File: config.mk
export PLATFORM = sky130hd
export DESIGN_NAME = bignum_quotient_digit_step_top
export DESIGN_NICKNAME = d
export VERILOG_FILES = /design/src/rtl/bqds_pkg.sv /design/src/rtl/bqds_ctrl.sv /design/src/rtl/bqds_datapath.sv /design/src/rtl/bignum_quotient_digit_step_top.sv
export SDC_FILE = /design/constraint.sdc
export NUM_CORES = 2
export LEC_CHECK = 0
export BUFFER_PORTS_ARGS = -buffer_cell sky130_fd_sc_hd__buf_2
export CORE_UTILIZATION = 25
export CTS_CLUSTER_SIZE = 8
export DETAILED_ROUTE_END_ITERATION = 6
export PLACE_DENSITY = 0.49
export SLEW_MARGIN = 30
export SYNTH_ARGS = -nofsm -noshare
export SYNTH_HDL_FRONTEND = slang
export SYNTH_SLANG_ARGS = --single-unit
File: constraint.sdc
create_clock -name clk -period 8.77 [get_ports clk]
set_input_delay 2.1925 -clock clk [delete_from_list [all_inputs] [get_ports clk]]
set_output_delay 2.1925 -clock clk [all_outputs]
set_load 0.005 [all_outputs]
File: src/rtl/bqds_pkg.sv
// ----------------------------------------------------------------------------
// bqds_pkg: shared types for the quotient digit step
// Length width, controller states and the command and status groups
// between the controller and the datapath.
// ----------------------------------------------------------------------------
package bqds_pkg;

  localparam int LEN_W = 7;

  typedef enum logic [7:0] {
    S_LOAD = 8'b0000_0001,
    S_EVAL = 8'b0000_0010,
    S_DIV  = 8'b0000_0100,
    S_MSUB = 8'b0000_1000,
    S_CMP  = 8'b0001_0000,
    S_SUB  = 8'b0010_0000,
    S_OUT  = 8'b0100_0000,
    S_ERR  = 8'b1000_0000
  } state_t;

  typedef struct packed {
    state_t op;
    logic   first;
  } cmd_t;

  typedef struct packed {
    logic last_acc;
    logic bad;
    logic div_needed;
    logic div_done;
    logic q_zero;
    logic pass_done;
    logic ge;
    logic out_done;
  } status_t;

endpackage

File: src/rtl/bqds_ctrl.sv
// ----------------------------------------------------------------------------
// bqds_ctrl: phase sequencer
// Steps through load, check, divide, multiply-subtract, compare, correct
// and result or error phases, and flags the first cycle of each entered phase.
// ----------------------------------------------------------------------------
module bqds_ctrl
  import bqds_pkg::*;
(
  input  logic    clk,
  input  logic    rst_n,
  input  status_t st,
  output cmd_t    cmd,
  output logic    in_stall
);

  state_t state_r, state_nxt;
  logic   first_r;

  always_comb begin
    state_nxt = state_r;
    case (state_r)
      S_LOAD: begin
        if (st.last_acc) state_nxt = S_EVAL;
      end
      S_EVAL: begin
        if (st.bad) state_nxt = S_ERR;
        else if (st.div_needed) state_nxt = S_DIV;
        else state_nxt = S_OUT;
      end
      S_DIV: begin
        if (st.div_done) state_nxt = st.q_zero ? S_CMP : S_MSUB;
      end
      S_MSUB: begin
        if (st.pass_done) state_nxt = S_CMP;
      end
      S_CMP: begin
        if (st.pass_done) state_nxt = st.ge ? S_SUB : S_OUT;
      end
      S_SUB: begin
        if (st.pass_done) state_nxt = S_OUT;
      end
      S_OUT, S_ERR: begin
        if (st.out_done) state_nxt = S_LOAD;
      end
      default: state_nxt = S_LOAD;
    endcase
  end

  always_ff @(posedge clk) begin
    if (!rst_n) begin
      state_r <= S_LOAD;
      first_r <= 1'b0;
    end else begin
      state_r <= state_nxt;
      first_r <= (state_nxt != state_r);
    end
  end

  assign cmd.op    = state_r;
  assign cmd.first = first_r;
  assign in_stall  = (state_r != S_LOAD);

endmodule

File: src/rtl/bqds_datapath.sv
// ----------------------------------------------------------------------------
// bqds_datapath: digit stores, shift-subtract divider and digit passes
// Holds both operands in digit memories, estimates the quotient digit,
// runs the multiply-subtract, compare and correction passes, and drives
// the result register.
// ----------------------------------------------------------------------------
module bqds_datapath
  import bqds_pkg::*;
#(
  parameter int MAX_DIGITS = 64,
  parameter int DIGIT_BITS = 16
) (
  input  logic                  clk,
  input  logic                  rst_n,
  input  cmd_t                  cmd,
  output status_t               st,
  input  logic                  in_valid,
  input  logic [DIGIT_BITS-1:0] in_dividend_digit,
  input  logic [DIGIT_BITS-1:0] in_divisor_digit,
  input  logic [LEN_W-1:0]      in_dividend_len,
  input  logic                  in_last_digit,
  output logic                  out_valid,
  input  logic                  out_stall,
  output logic [DIGIT_BITS-1:0] out_quotient,
  output logic [DIGIT_BITS-1:0] out_remainder_digit,
  output logic [LEN_W-1:0]      out_remainder_len,
  output logic                  out_error,
  output logic                  out_last_result
);

  localparam int DB  = DIGIT_BITS;
  localparam int AW  = (MAX_DIGITS > 1) ? $clog2(MAX_DIGITS) : 1;
  localparam int DCW = $clog2(DIGIT_BITS + 1);
  localparam logic [LEN_W-1:0] MAXC   = LEN_W'(MAX_DIGITS);
  localparam logic [LEN_W-1:0] OVFC   = LEN_W'(MAX_DIGITS + 1);
  localparam logic [DB-1:0]    DMASK  = '1;
  localparam logic [DCW-1:0]   DSTEPS = DCW'(DIGIT_BITS);

  logic [DB-1:0] dvd_mem [MAX_DIGITS];
  logic [DB-1:0] dvs_mem [MAX_DIGITS];
  logic [DB-1:0] dvd_rd_r, dvs_rd_r;

  logic [LEN_W-1:0] cnt_r, slen_r, iss_r, len_r, k_r;
  logic [DB-1:0]    top_dvd_r, top_dvs_r, q_r, rem_r;
  logic [DCW-1:0]   dcnt_r;
  logic [AW-1:0]    idx1_r, idx2_r;
  logic             p1_r, p2_r, bor_r, ge_r, dec_r, found_r, pend_r;
  logic [2*DB-1:0]  prod_r;
  logic [DB-1:0]    dvd2_r, carry_r;

  logic             out_valid_r, out_err_r, out_last_r;
  logic [DB-1:0]    out_quo_r, out_rem_r;
  logic [LEN_W-1:0] out_len_r;

  logic             acc, out_acc, issue, pass_op;
  logic [LEN_W-1:0] cur_len, cmp_pos, iss_pos, k_nxt;
  logic [DB-1:0]    ld_dvd;
  logic [AW-1:0]    raddr, waddr;
  logic             dvd_we, dvs_we;
  logic [DB-1:0]    wdata;
  logic [2*DB-1:0]  t_sum;
  logic [DB:0]      msub_d, sub_d, rem_sh, dvsr, rem_sub;
  logic             div_bit;

  assign acc     = in_valid && (cmd.op == S_LOAD);
  assign out_acc = out_valid_r && !out_stall;
  assign cur_len = (cnt_r == '0) ? in_dividend_len : slen_r;
  assign ld_dvd  = (cnt_r < cur_len) ? in_dividend_digit : '0;

  assign pass_op = (cmd.op == S_MSUB) || (cmd.op == S_CMP) || (cmd.op == S_SUB);
  assign issue   = pass_op && !cmd.first && (iss_r < slen_r);
  assign cmp_pos = slen_r - iss_r - LEN_W'(1);
  assign iss_pos = (cmd.op == S_CMP) ? cmp_pos : iss_r;

  always_comb begin
    if (cmd.first) k_nxt = '0;
    else if (out_acc && !out_last_r) k_nxt = k_r + LEN_W'(1);
    else k_nxt = k_r;
  end

  assign raddr = (cmd.op == S_OUT) ? k_nxt[AW-1:0] : iss_pos[AW-1:0];

  assign t_sum  = prod_r + {{DB{1'b0}}, carry_r};
  assign msub_d = {1'b0, dvd2_r} - {1'b0, t_sum[DB-1:0]} - (DB+1)'(bor_r);
  assign sub_d  = {1'b0, dvd_rd_r} - {1'b0, dvs_rd_r} - (DB+1)'(bor_r);

  assign rem_sh  = {rem_r, q_r[DB-1]};
  assign dvsr    = {1'b0, top_dvs_r} + (DB+1)'(1);
  assign div_bit = (rem_sh >= dvsr);
  assign rem_sub = div_bit ? (rem_sh - dvsr) : rem_sh;

  always_comb begin
    dvd_we = 1'b0;
    dvs_we = 1'b0;
    waddr  = cnt_r[AW-1:0];
    wdata  = ld_dvd;
    case (cmd.op)
      S_LOAD: begin
        dvd_we = acc && (cnt_r < MAXC);
        dvs_we = acc && (cnt_r < MAXC);
      end
      S_MSUB: begin
        dvd_we = p2_r;
        waddr  = idx2_r;
        wdata  = msub_d[DB-1:0];
      end
      S_SUB: begin
        dvd_we = p1_r;
        waddr  = idx1_r;
        wdata  = sub_d[DB-1:0];
      end
      default: ;
    endcase
  end

  always_ff @(posedge clk) begin
    if (dvd_we) dvd_mem[waddr] <= wdata;
    if (dvs_we) dvs_mem[waddr] <= in_divisor_digit;
    dvd_rd_r <= dvd_mem[raddr];
    dvs_rd_r <= dvs_mem[raddr];
  end

  always_ff @(posedge clk) begin
    if (!rst_n) begin
      cnt_r       <= '0;
      slen_r      <= '0;
      q_r         <= '0;
      p1_r        <= 1'b0;
      p2_r        <= 1'b0;
      pend_r      <= 1'b0;
      out_valid_r <= 1'b0;
    end else begin
      p1_r   <= issue;
      p2_r   <= p1_r && (cmd.op == S_MSUB);
      idx1_r <= iss_pos[AW-1:0];
      idx2_r <= idx1_r;
      prod_r <= {{DB{1'b0}}, dvs_rd_r} * {{DB{1'b0}}, q_r};
      dvd2_r <= dvd_rd_r;
      if (issue) iss_r <= iss_r + LEN_W'(1);
      if (out_acc && out_last_r) cnt_r <= '0;
      case (cmd.op)
        S_LOAD: begin
          if (acc) begin
            if (cnt_r == '0) slen_r <= in_dividend_len;
            if (cnt_r < MAXC) cnt_r <= cnt_r + LEN_W'(1);
            else cnt_r <= OVFC;
            if (in_last_digit) begin
              top_dvd_r <= ld_dvd;
              top_dvs_r <= in_divisor_digit;
            end
          end
        end
        S_EVAL: begin
          q_r   <= '0;
          len_r <= slen_r;
        end
        S_DIV: begin
          if (cmd.first) begin
            q_r    <= top_dvd_r;
            rem_r  <= '0;
            dcnt_r <= '0;
          end else if (dcnt_r != DSTEPS) begin
            q_r    <= {q_r[DB-2:0], div_bit};
            rem_r  <= rem_sub[DB-1:0];
            dcnt_r <= dcnt_r + DCW'(1);
          end
        end
        S_MSUB: begin
          if (cmd.first) begin
            iss_r   <= '0;
            carry_r <= '0;
            bor_r   <= 1'b0;
          end else if (p2_r) begin
            carry_r <= t_sum[2*DB-1:DB];
            bor_r   <= msub_d[DB];
          end
        end
        S_CMP: begin
          if (cmd.first) begin
            iss_r   <= '0;
            ge_r    <= 1'b1;
            dec_r   <= 1'b0;
            found_r <= 1'b0;
            len_r   <= '0;
          end else if (p1_r) begin
            if (!dec_r && (dvd_rd_r != dvs_rd_r)) begin
              dec_r <= 1'b1;
              ge_r  <= (dvd_rd_r > dvs_rd_r);
            end
            if (!found_r && (dvd_rd_r != '0)) begin
              found_r <= 1'b1;
              len_r   <= LEN_W'(idx1_r) + LEN_W'(1);
            end
          end
        end
        S_SUB: begin
          if (cmd.first) begin
            iss_r <= '0;
            bor_r <= 1'b0;
            len_r <= '0;
            q_r   <= q_r + DB'(1);
          end else if (p1_r) begin
            bor_r <= sub_d[DB];
            if (sub_d[DB-1:0] != '0) len_r <= LEN_W'(idx1_r) + LEN_W'(1);
          end
        end
        S_OUT: begin
          if (cmd.first) begin
            k_r    <= '0;
            pend_r <= 1'b1;
          end else begin
            if (pend_r) begin
              pend_r      <= 1'b0;
              out_valid_r <= 1'b1;
              out_quo_r   <= q_r;
              out_rem_r   <= (k_r < len_r) ? dvd_rd_r : '0;
              out_len_r   <= len_r;
              out_err_r   <= 1'b0;
              out_last_r  <= (k_r == cnt_r - LEN_W'(1));
            end
            if (out_acc) begin
              out_valid_r <= 1'b0;
              if (!out_last_r) begin
                k_r    <= k_nxt;
                pend_r <= 1'b1;
              end
            end
          end
        end
        S_ERR: begin
          if (cmd.first) begin
            out_valid_r <= 1'b1;
            out_quo_r   <= '0;
            out_rem_r   <= '0;
            out_len_r   <= '0;
            out_err_r   <= 1'b1;
            out_last_r  <= 1'b1;
          end else if (out_acc) begin
            out_valid_r <= 1'b0;
          end
        end
        default: ;
      endcase
    end
  end

  assign st.last_acc   = acc && in_last_digit;
  assign st.bad        = (cnt_r > MAXC) || (slen_r > cnt_r) || (top_dvs_r == DMASK);
  assign st.div_needed = (slen_r == cnt_r) && (top_dvd_r >= top_dvs_r);
  assign st.div_done   = !cmd.first && (dcnt_r == DSTEPS);
  assign st.q_zero     = (q_r == '0);
  assign st.pass_done  = !cmd.first && (iss_r == slen_r) && !p1_r && !p2_r;
  assign st.ge         = ge_r;
  assign st.out_done   = out_acc && out_last_r;

  assign out_valid           = out_valid_r;
  assign out_quotient        = out_quo_r;
  assign out_remainder_digit = out_rem_r;
  assign out_remainder_len   = out_len_r;
  assign out_error           = out_err_r;
  assign out_last_result     = out_last_r;

endmodule

File: src/rtl/bignum_quotient_digit_step_top.sv
// ----------------------------------------------------------------------------
// bignum_quotient_digit_step_top: one quotient digit of a long division
// Loads dividend and divisor digits, estimates the quotient digit from the
// top digits, subtracts divisor times estimate, corrects at most once, and
// returns the quotient digit with the trimmed remainder digits.
//
//   channel  direction  handshake          request contents
//   in_      input      in_valid/in_stall  dividend digit, divisor digit,
//                                          dividend length, last digit flag
//   out_     output     out_valid/out_stall quotient, remainder digit,
//                                          remainder length, error, last flag
//
// Each request of a run is taken as soon as it is offered. After the last one
// the block stalls its input through the check phase, the shift-subtract
// divider and up to three passes over the digit memories, then through the
// result phase, which returns one result per loaded digit (or a single
// error result) and waits out any output stall. No clearing pass follows
// reset.
// ----------------------------------------------------------------------------
module bignum_quotient_digit_step_top
  import bqds_pkg::*;
#(
  parameter int MAX_DIGITS = 64,
  parameter int DIGIT_BITS = 16
) (
  input  logic                  clk,
  input  logic                  rst_n,
  input  logic                  in_valid,
  output logic                  in_stall,
  input  logic [DIGIT_BITS-1:0] in_dividend_digit,
  input  logic [DIGIT_BITS-1:0] in_divisor_digit,
  input  logic [LEN_W-1:0]      in_dividend_len,
  input  logic                  in_last_digit,
  output logic                  out_valid,
  input  logic                  out_stall,
  output logic [DIGIT_BITS-1:0] out_quotient,
  output logic [DIGIT_BITS-1:0] out_remainder_digit,
  output logic [LEN_W-1:0]      out_remainder_len,
  output logic                  out_error,
  output logic                  out_last_result
);

  cmd_t    cmd;
  status_t st;

  bqds_ctrl u_ctrl (
    .clk      (clk),
    .rst_n    (rst_n),
    .st       (st),
    .cmd      (cmd),
    .in_stall (in_stall)
  );

  bqds_datapath #(
    .MAX_DIGITS (MAX_DIGITS),
    .DIGIT_BITS (DIGIT_BITS)
  ) u_dp (
    .clk                 (clk),
    .rst_n               (rst_n),
    .cmd                 (cmd),
    .st                  (st),
    .in_valid            (in_valid),
    .in_dividend_digit   (in_dividend_digit),
    .in_divisor_digit    (in_divisor_digit),
    .in_dividend_len     (in_dividend_len),
    .in_last_digit       (in_last_digit),
    .out_valid           (out_valid),
    .out_stall           (out_stall),
    .out_quotient        (out_quotient),
    .out_remainder_digit (out_remainder_digit),
    .out_remainder_len   (out_remainder_len),
    .out_error           (out_error),
    .out_last_result     (out_last_result)
  );

endmodule

==> results by group <==
Status
  – Outcome: finished, final reports clean

Place
  – IO Port Bufs: 86
  – Post-DP HPWL: roughly 210000 um
  – Placed Instances: ~14000
  – RePlAce Congestion: about 0.86
  – Pre-CTS WS: ~1.4 ns

Logic synthesis
  – Post-synth cell types: 93
  – Number of synthesized register bits: about 2300
  – Synth Net Count: 8948
  – Cell Area, Synth: between 0.1 and 0.15 sq mm
  – Number of synthesized flops with an enable pin: 2243
  – Mapped Cells: about 8400
  – Synth async-reset ratio: 0%
  – Sequential area share after synthesis: roughly two thirds
  – Syn. warnings: 0
  – Most used DFF post-synth: edfxtp_1
  – Post-Syn Area per Cell: 12.5 sq um

Timing
  – Final TNS setup: 0 ns
  – Max Slew Vio Count: 0
  – Fmax: ~140 MHz
  – Slew HR: 25.8%
  – Crit path time final: 7.37 ns
  – Final count of hold timing violations: 0
  – Final period utilization: between 80% and 90%
  – Final setup fails: 0
  – Final worst setup slack: about 1.4 ns
  – Actual slew at the worst max-slew pin: ~1.1 ns
  – Skew final: 0.0783 ns
  – RSZ-0062 raised after global routing: false

Clock network
  – Cts bufs inserted: 335
  – Post-CTS Hold Fix Bufs: 0
  – CTS tree: yes
  – H-tree depth: 5
  – Post_cts resized: 0
  – Clock Latency Late Sink: around 0.87 ns
  – # clock sinks: 2318
  – Postcts setup bufs: 0
  – CTS max path bufs: 4
  – CTS clk-pin slew, worst paths: 0.06 ns
  – Clk root buf: clkbuf_16

Power and ir drop
  – Power share of the combinational group: a little under a tenth
  – P_sw: 6470 uW
  – Sequential power share: 47.2%
  – Clk pwr share: a little over two fifths
  – P_int: 20000 uW
  – Leak: 0.0439 uW
  – PwrDens: about 210 mW/mm^2
  – Maximum vdd drop: roughly 0.00016 V
  – Sw Ratio: about a quarter

Cells and area
  – Layout area overhead: 16.6%
  – Flip-flop and latch area: about 0.069 sq mm
  – # fillers: ~42000
  – Layout cells sized above 1: roughly a tenth
  – Most frequent cells in the layout: 2243 x edfxtp_1, 1787 x nand2_1, 480 x nand3_1, 400 x inv_1, 344 x clkbuf_16
  – Multi-input logic area: 0.0339 sq mm
  – Final nets: 9172
  – Commonest non-fill, non-tap cell in the layout: edfxtp_1
  – Cell Count, Final, Fillers Out: 14400

Setup path
  – Worst EP required: approximately 9.4 ns
  – Reg2Reg Depth: 21
  – CP Launch Type: flip-flop
  – R2r endpoint: u_dp.prod_r[30]$_DFFE_PP_
  – Crit path capture type: flip-flop
  – Critical Path Source: u_dp.dvs_rd_r[8]$_DFF_P_
  – Crit Path Class: flip-flop to flip-flop
  – Worst r2r src: u_dp.dvs_rd_r[8]$_DFF_P_
  – CP Max Fanout: 18
  – Crit path DAT: 7.99 ns
  – R2R Setup Slk: about 1.4 ns

Routing
  – Wire length per cell: 23.9 um
  – Drt pass-1 iters: 6
  – Post-route ant nets: 0
  – Via Count: around 70000
  – Drt drc: 0
  – Drt via density: a little under 5
  – Routed wire length: roughly 340000 um
  – Initial DRC Count: around 6900

Global route
  – Total grt overflow: 0
  – GRT Total Usage: 15.7%
  – First-pass GRT wire length: approximately 490000 um
  – Pin count of the biggest net entering global routing: 117
  – Initial antenna violation count: 17
  – Vias in the first global route: ~70000

Floorplan
  – Site row count: between 200 and 250
  – Core box area: roughly 0.42 sq mm
  – Die W: ~650 um
  – I/O Pins: 87
  – Height of the die: about 650 um
  – Starting Density: roughly a quarter
  – Die footprint: about 0.43 sq mm

Min path
  – WHS Path Cells: 1
  – Hold_sp: u_dp.pend_r$_SDFFE_PN0N_
  – Endpoint, Worst Hold: u_dp.pend_r$_SDFFE_PN0N_
  – HP Class: flip-flop to flip-flop

Job
  – Maxcap violations: 0
==> critical path, cell delays in order (launching register included) <==
cell and delay, ns:
dfxtp_1 0.89, nand2_1 0.17, fa_1 0.55, fa_1 0.48, fa_1 0.52, fa_1 0.55, inv_1 0.05, fa_1 0.48
inv_1 0.05, fa_1 0.47, inv_1 0.04, ha_1 0.36, a21o_1 0.19, a21o_1 0.17, a211oi_1 0.30, a21oi_1 0.18
o41ai_1 0.64, o211ai_1 0.26, nor4_1 0.38, o31ai_1 0.14, a21oi_1 0.21, xnor2_1 0.08
==> worst max-delay path by stage <==
stage	cells past startpoint	to	slack, ns
final	21	u_dp.prod_r[30]$_DFFE_PP_	1.40
after global routing	21	u_dp.prod_r[30]$_DFFE_PP_	0.88
after CTS	21	u_dp.prod_r[30]$_DFFE_PP_	1.41
after detailed placement	21	u_dp.prod_r[30]$_DFFE_PP_	1.40
after global placement	21	u_dp.prod_r[30]$_DFFE_PP_	1.19
after floorplan	18	u_dp.dvd_mem[0][15]$_DFFE_PP_	1.96
==> per-stage QoR <==
step | utilization (%) | total power, uW | hold WS, ns | instance area (sq um)
5_1_grt | 29.3 | 27300 | 0.510 | 123000
3_3_place_gp | 27.1 | 15000 | 0.470 | 114000
6_report | 29.3 | 26400 | 0.487 | 123000
2_1_floorplan | - | 13900 | 0.461 | 106000
3_5_place_dp | 27.1 | 15000 | 0.475 | 114000
4_1_cts | 29.3 | 26700 | 0.487 | 123000
==> cells in the mapped netlist, types with 50 or more instances <==
master / number / area, sq um
o22ai_1: 58 / 363
nand2_1: 1795 / 6740
mux2i_1: 286 / 2860
nand3_1: 482 / 2410
a31oi_1: 113 / 707
o21ai_0: 85 / 425
inv_1: 400 / 1500
xnor2_1: 83 / 727
dfxtp_1: 75 / 1500
ha_1: 269 / 3370
edfxtp_1: 2243 / 67400
o221ai_1: 86 / 753
nor3_1: 112 / 561
buf_2: 120 / 601
and2_1: 157 / 982
nor4_1: 83 / 519
a21oi_1: 309 / 1550
buf_1: 58 / 218
and3_1: 121 / 757
clkbuf_1: 267 / 1000
fa_1: 201 / 4020
xor2_1: 50 / 438
a311oi_1: 151 / 1320
nor2_1: 349 / 1310
==> sequential cells by signal (all words and copies together) (netlist names), 8 cells and up <==
name                      flops
u_dp.dvd_mem               1024
u_dp.dvs_mem               1024
u_dp.prod_r                  32
u_dp.carry_r                 16
u_dp.dvd2_r                  16
u_dp.dvd_rd_r                16
u_dp.dvs_rd_r                16
u_dp.out_quotient            16
u_dp.out_remainder_digit     16
u_dp.q_r                     16
u_dp.rem_r                   16
u_dp.top_dvd_r               16
u_dp.top_dvs_r               16
u_ctrl.state_r                8
==> metal layers <==
metal / wire (um) / part of all wire (%) / vias to the layer above / GRT usage (%)
met1: 152000 / 44 / 35600 / 21.9
met3: 25600 / 7.4 / 517 / 2.72
li1: - / - / 31100 / -
met2: 155000 / 45 / 2639 / 24.5
met4: 11600 / 3.4 / 6 / 5.24
met5: 38 / 0.011 / - / 0
==> cell type report <==
type                       count  share of cell area [%]
antenna                       23                  0.0467
clock buffer                 416                    7.22
clock inverter                16                   0.124
inverter                     403                    1.23
multi-input combinational   5233                    27.5
sequential                  2318                    55.8
tap                         5640                    5.72
timing repair buffer         367                    2.37
==> logic make-up (layout without fill, tap and decap cells) <==
kind of cell	count (synthesis)	in the layout	synth area share, %
simple gates	3261	3261	13.6
flops	2318	2318	65.1
compound gates	1078	1078	7.04
buf+inv	883	1202	3.41
fa+ha+maj	470	470	6.99
mux	291	291	2.76
xor+xnor	133	133	1.10
other cells	0	23	0
==> power by group through the flow <==
stage / clock network [uW] / registers, uW / logic, uW
5_1_grt: 12200 / 12500 / 2570
3_5_place_dp: 0 / 12700 / 2370
4_1_cts: 11800 / 12500 / 2380
2_1_floorplan: 0 / 12600 / 1330
3_3_place_gp: 0 / 12700 / 2340
6_report: 11600 / 12500 / 2400
No activity file was read; power rests on OpenSTA's default activity.
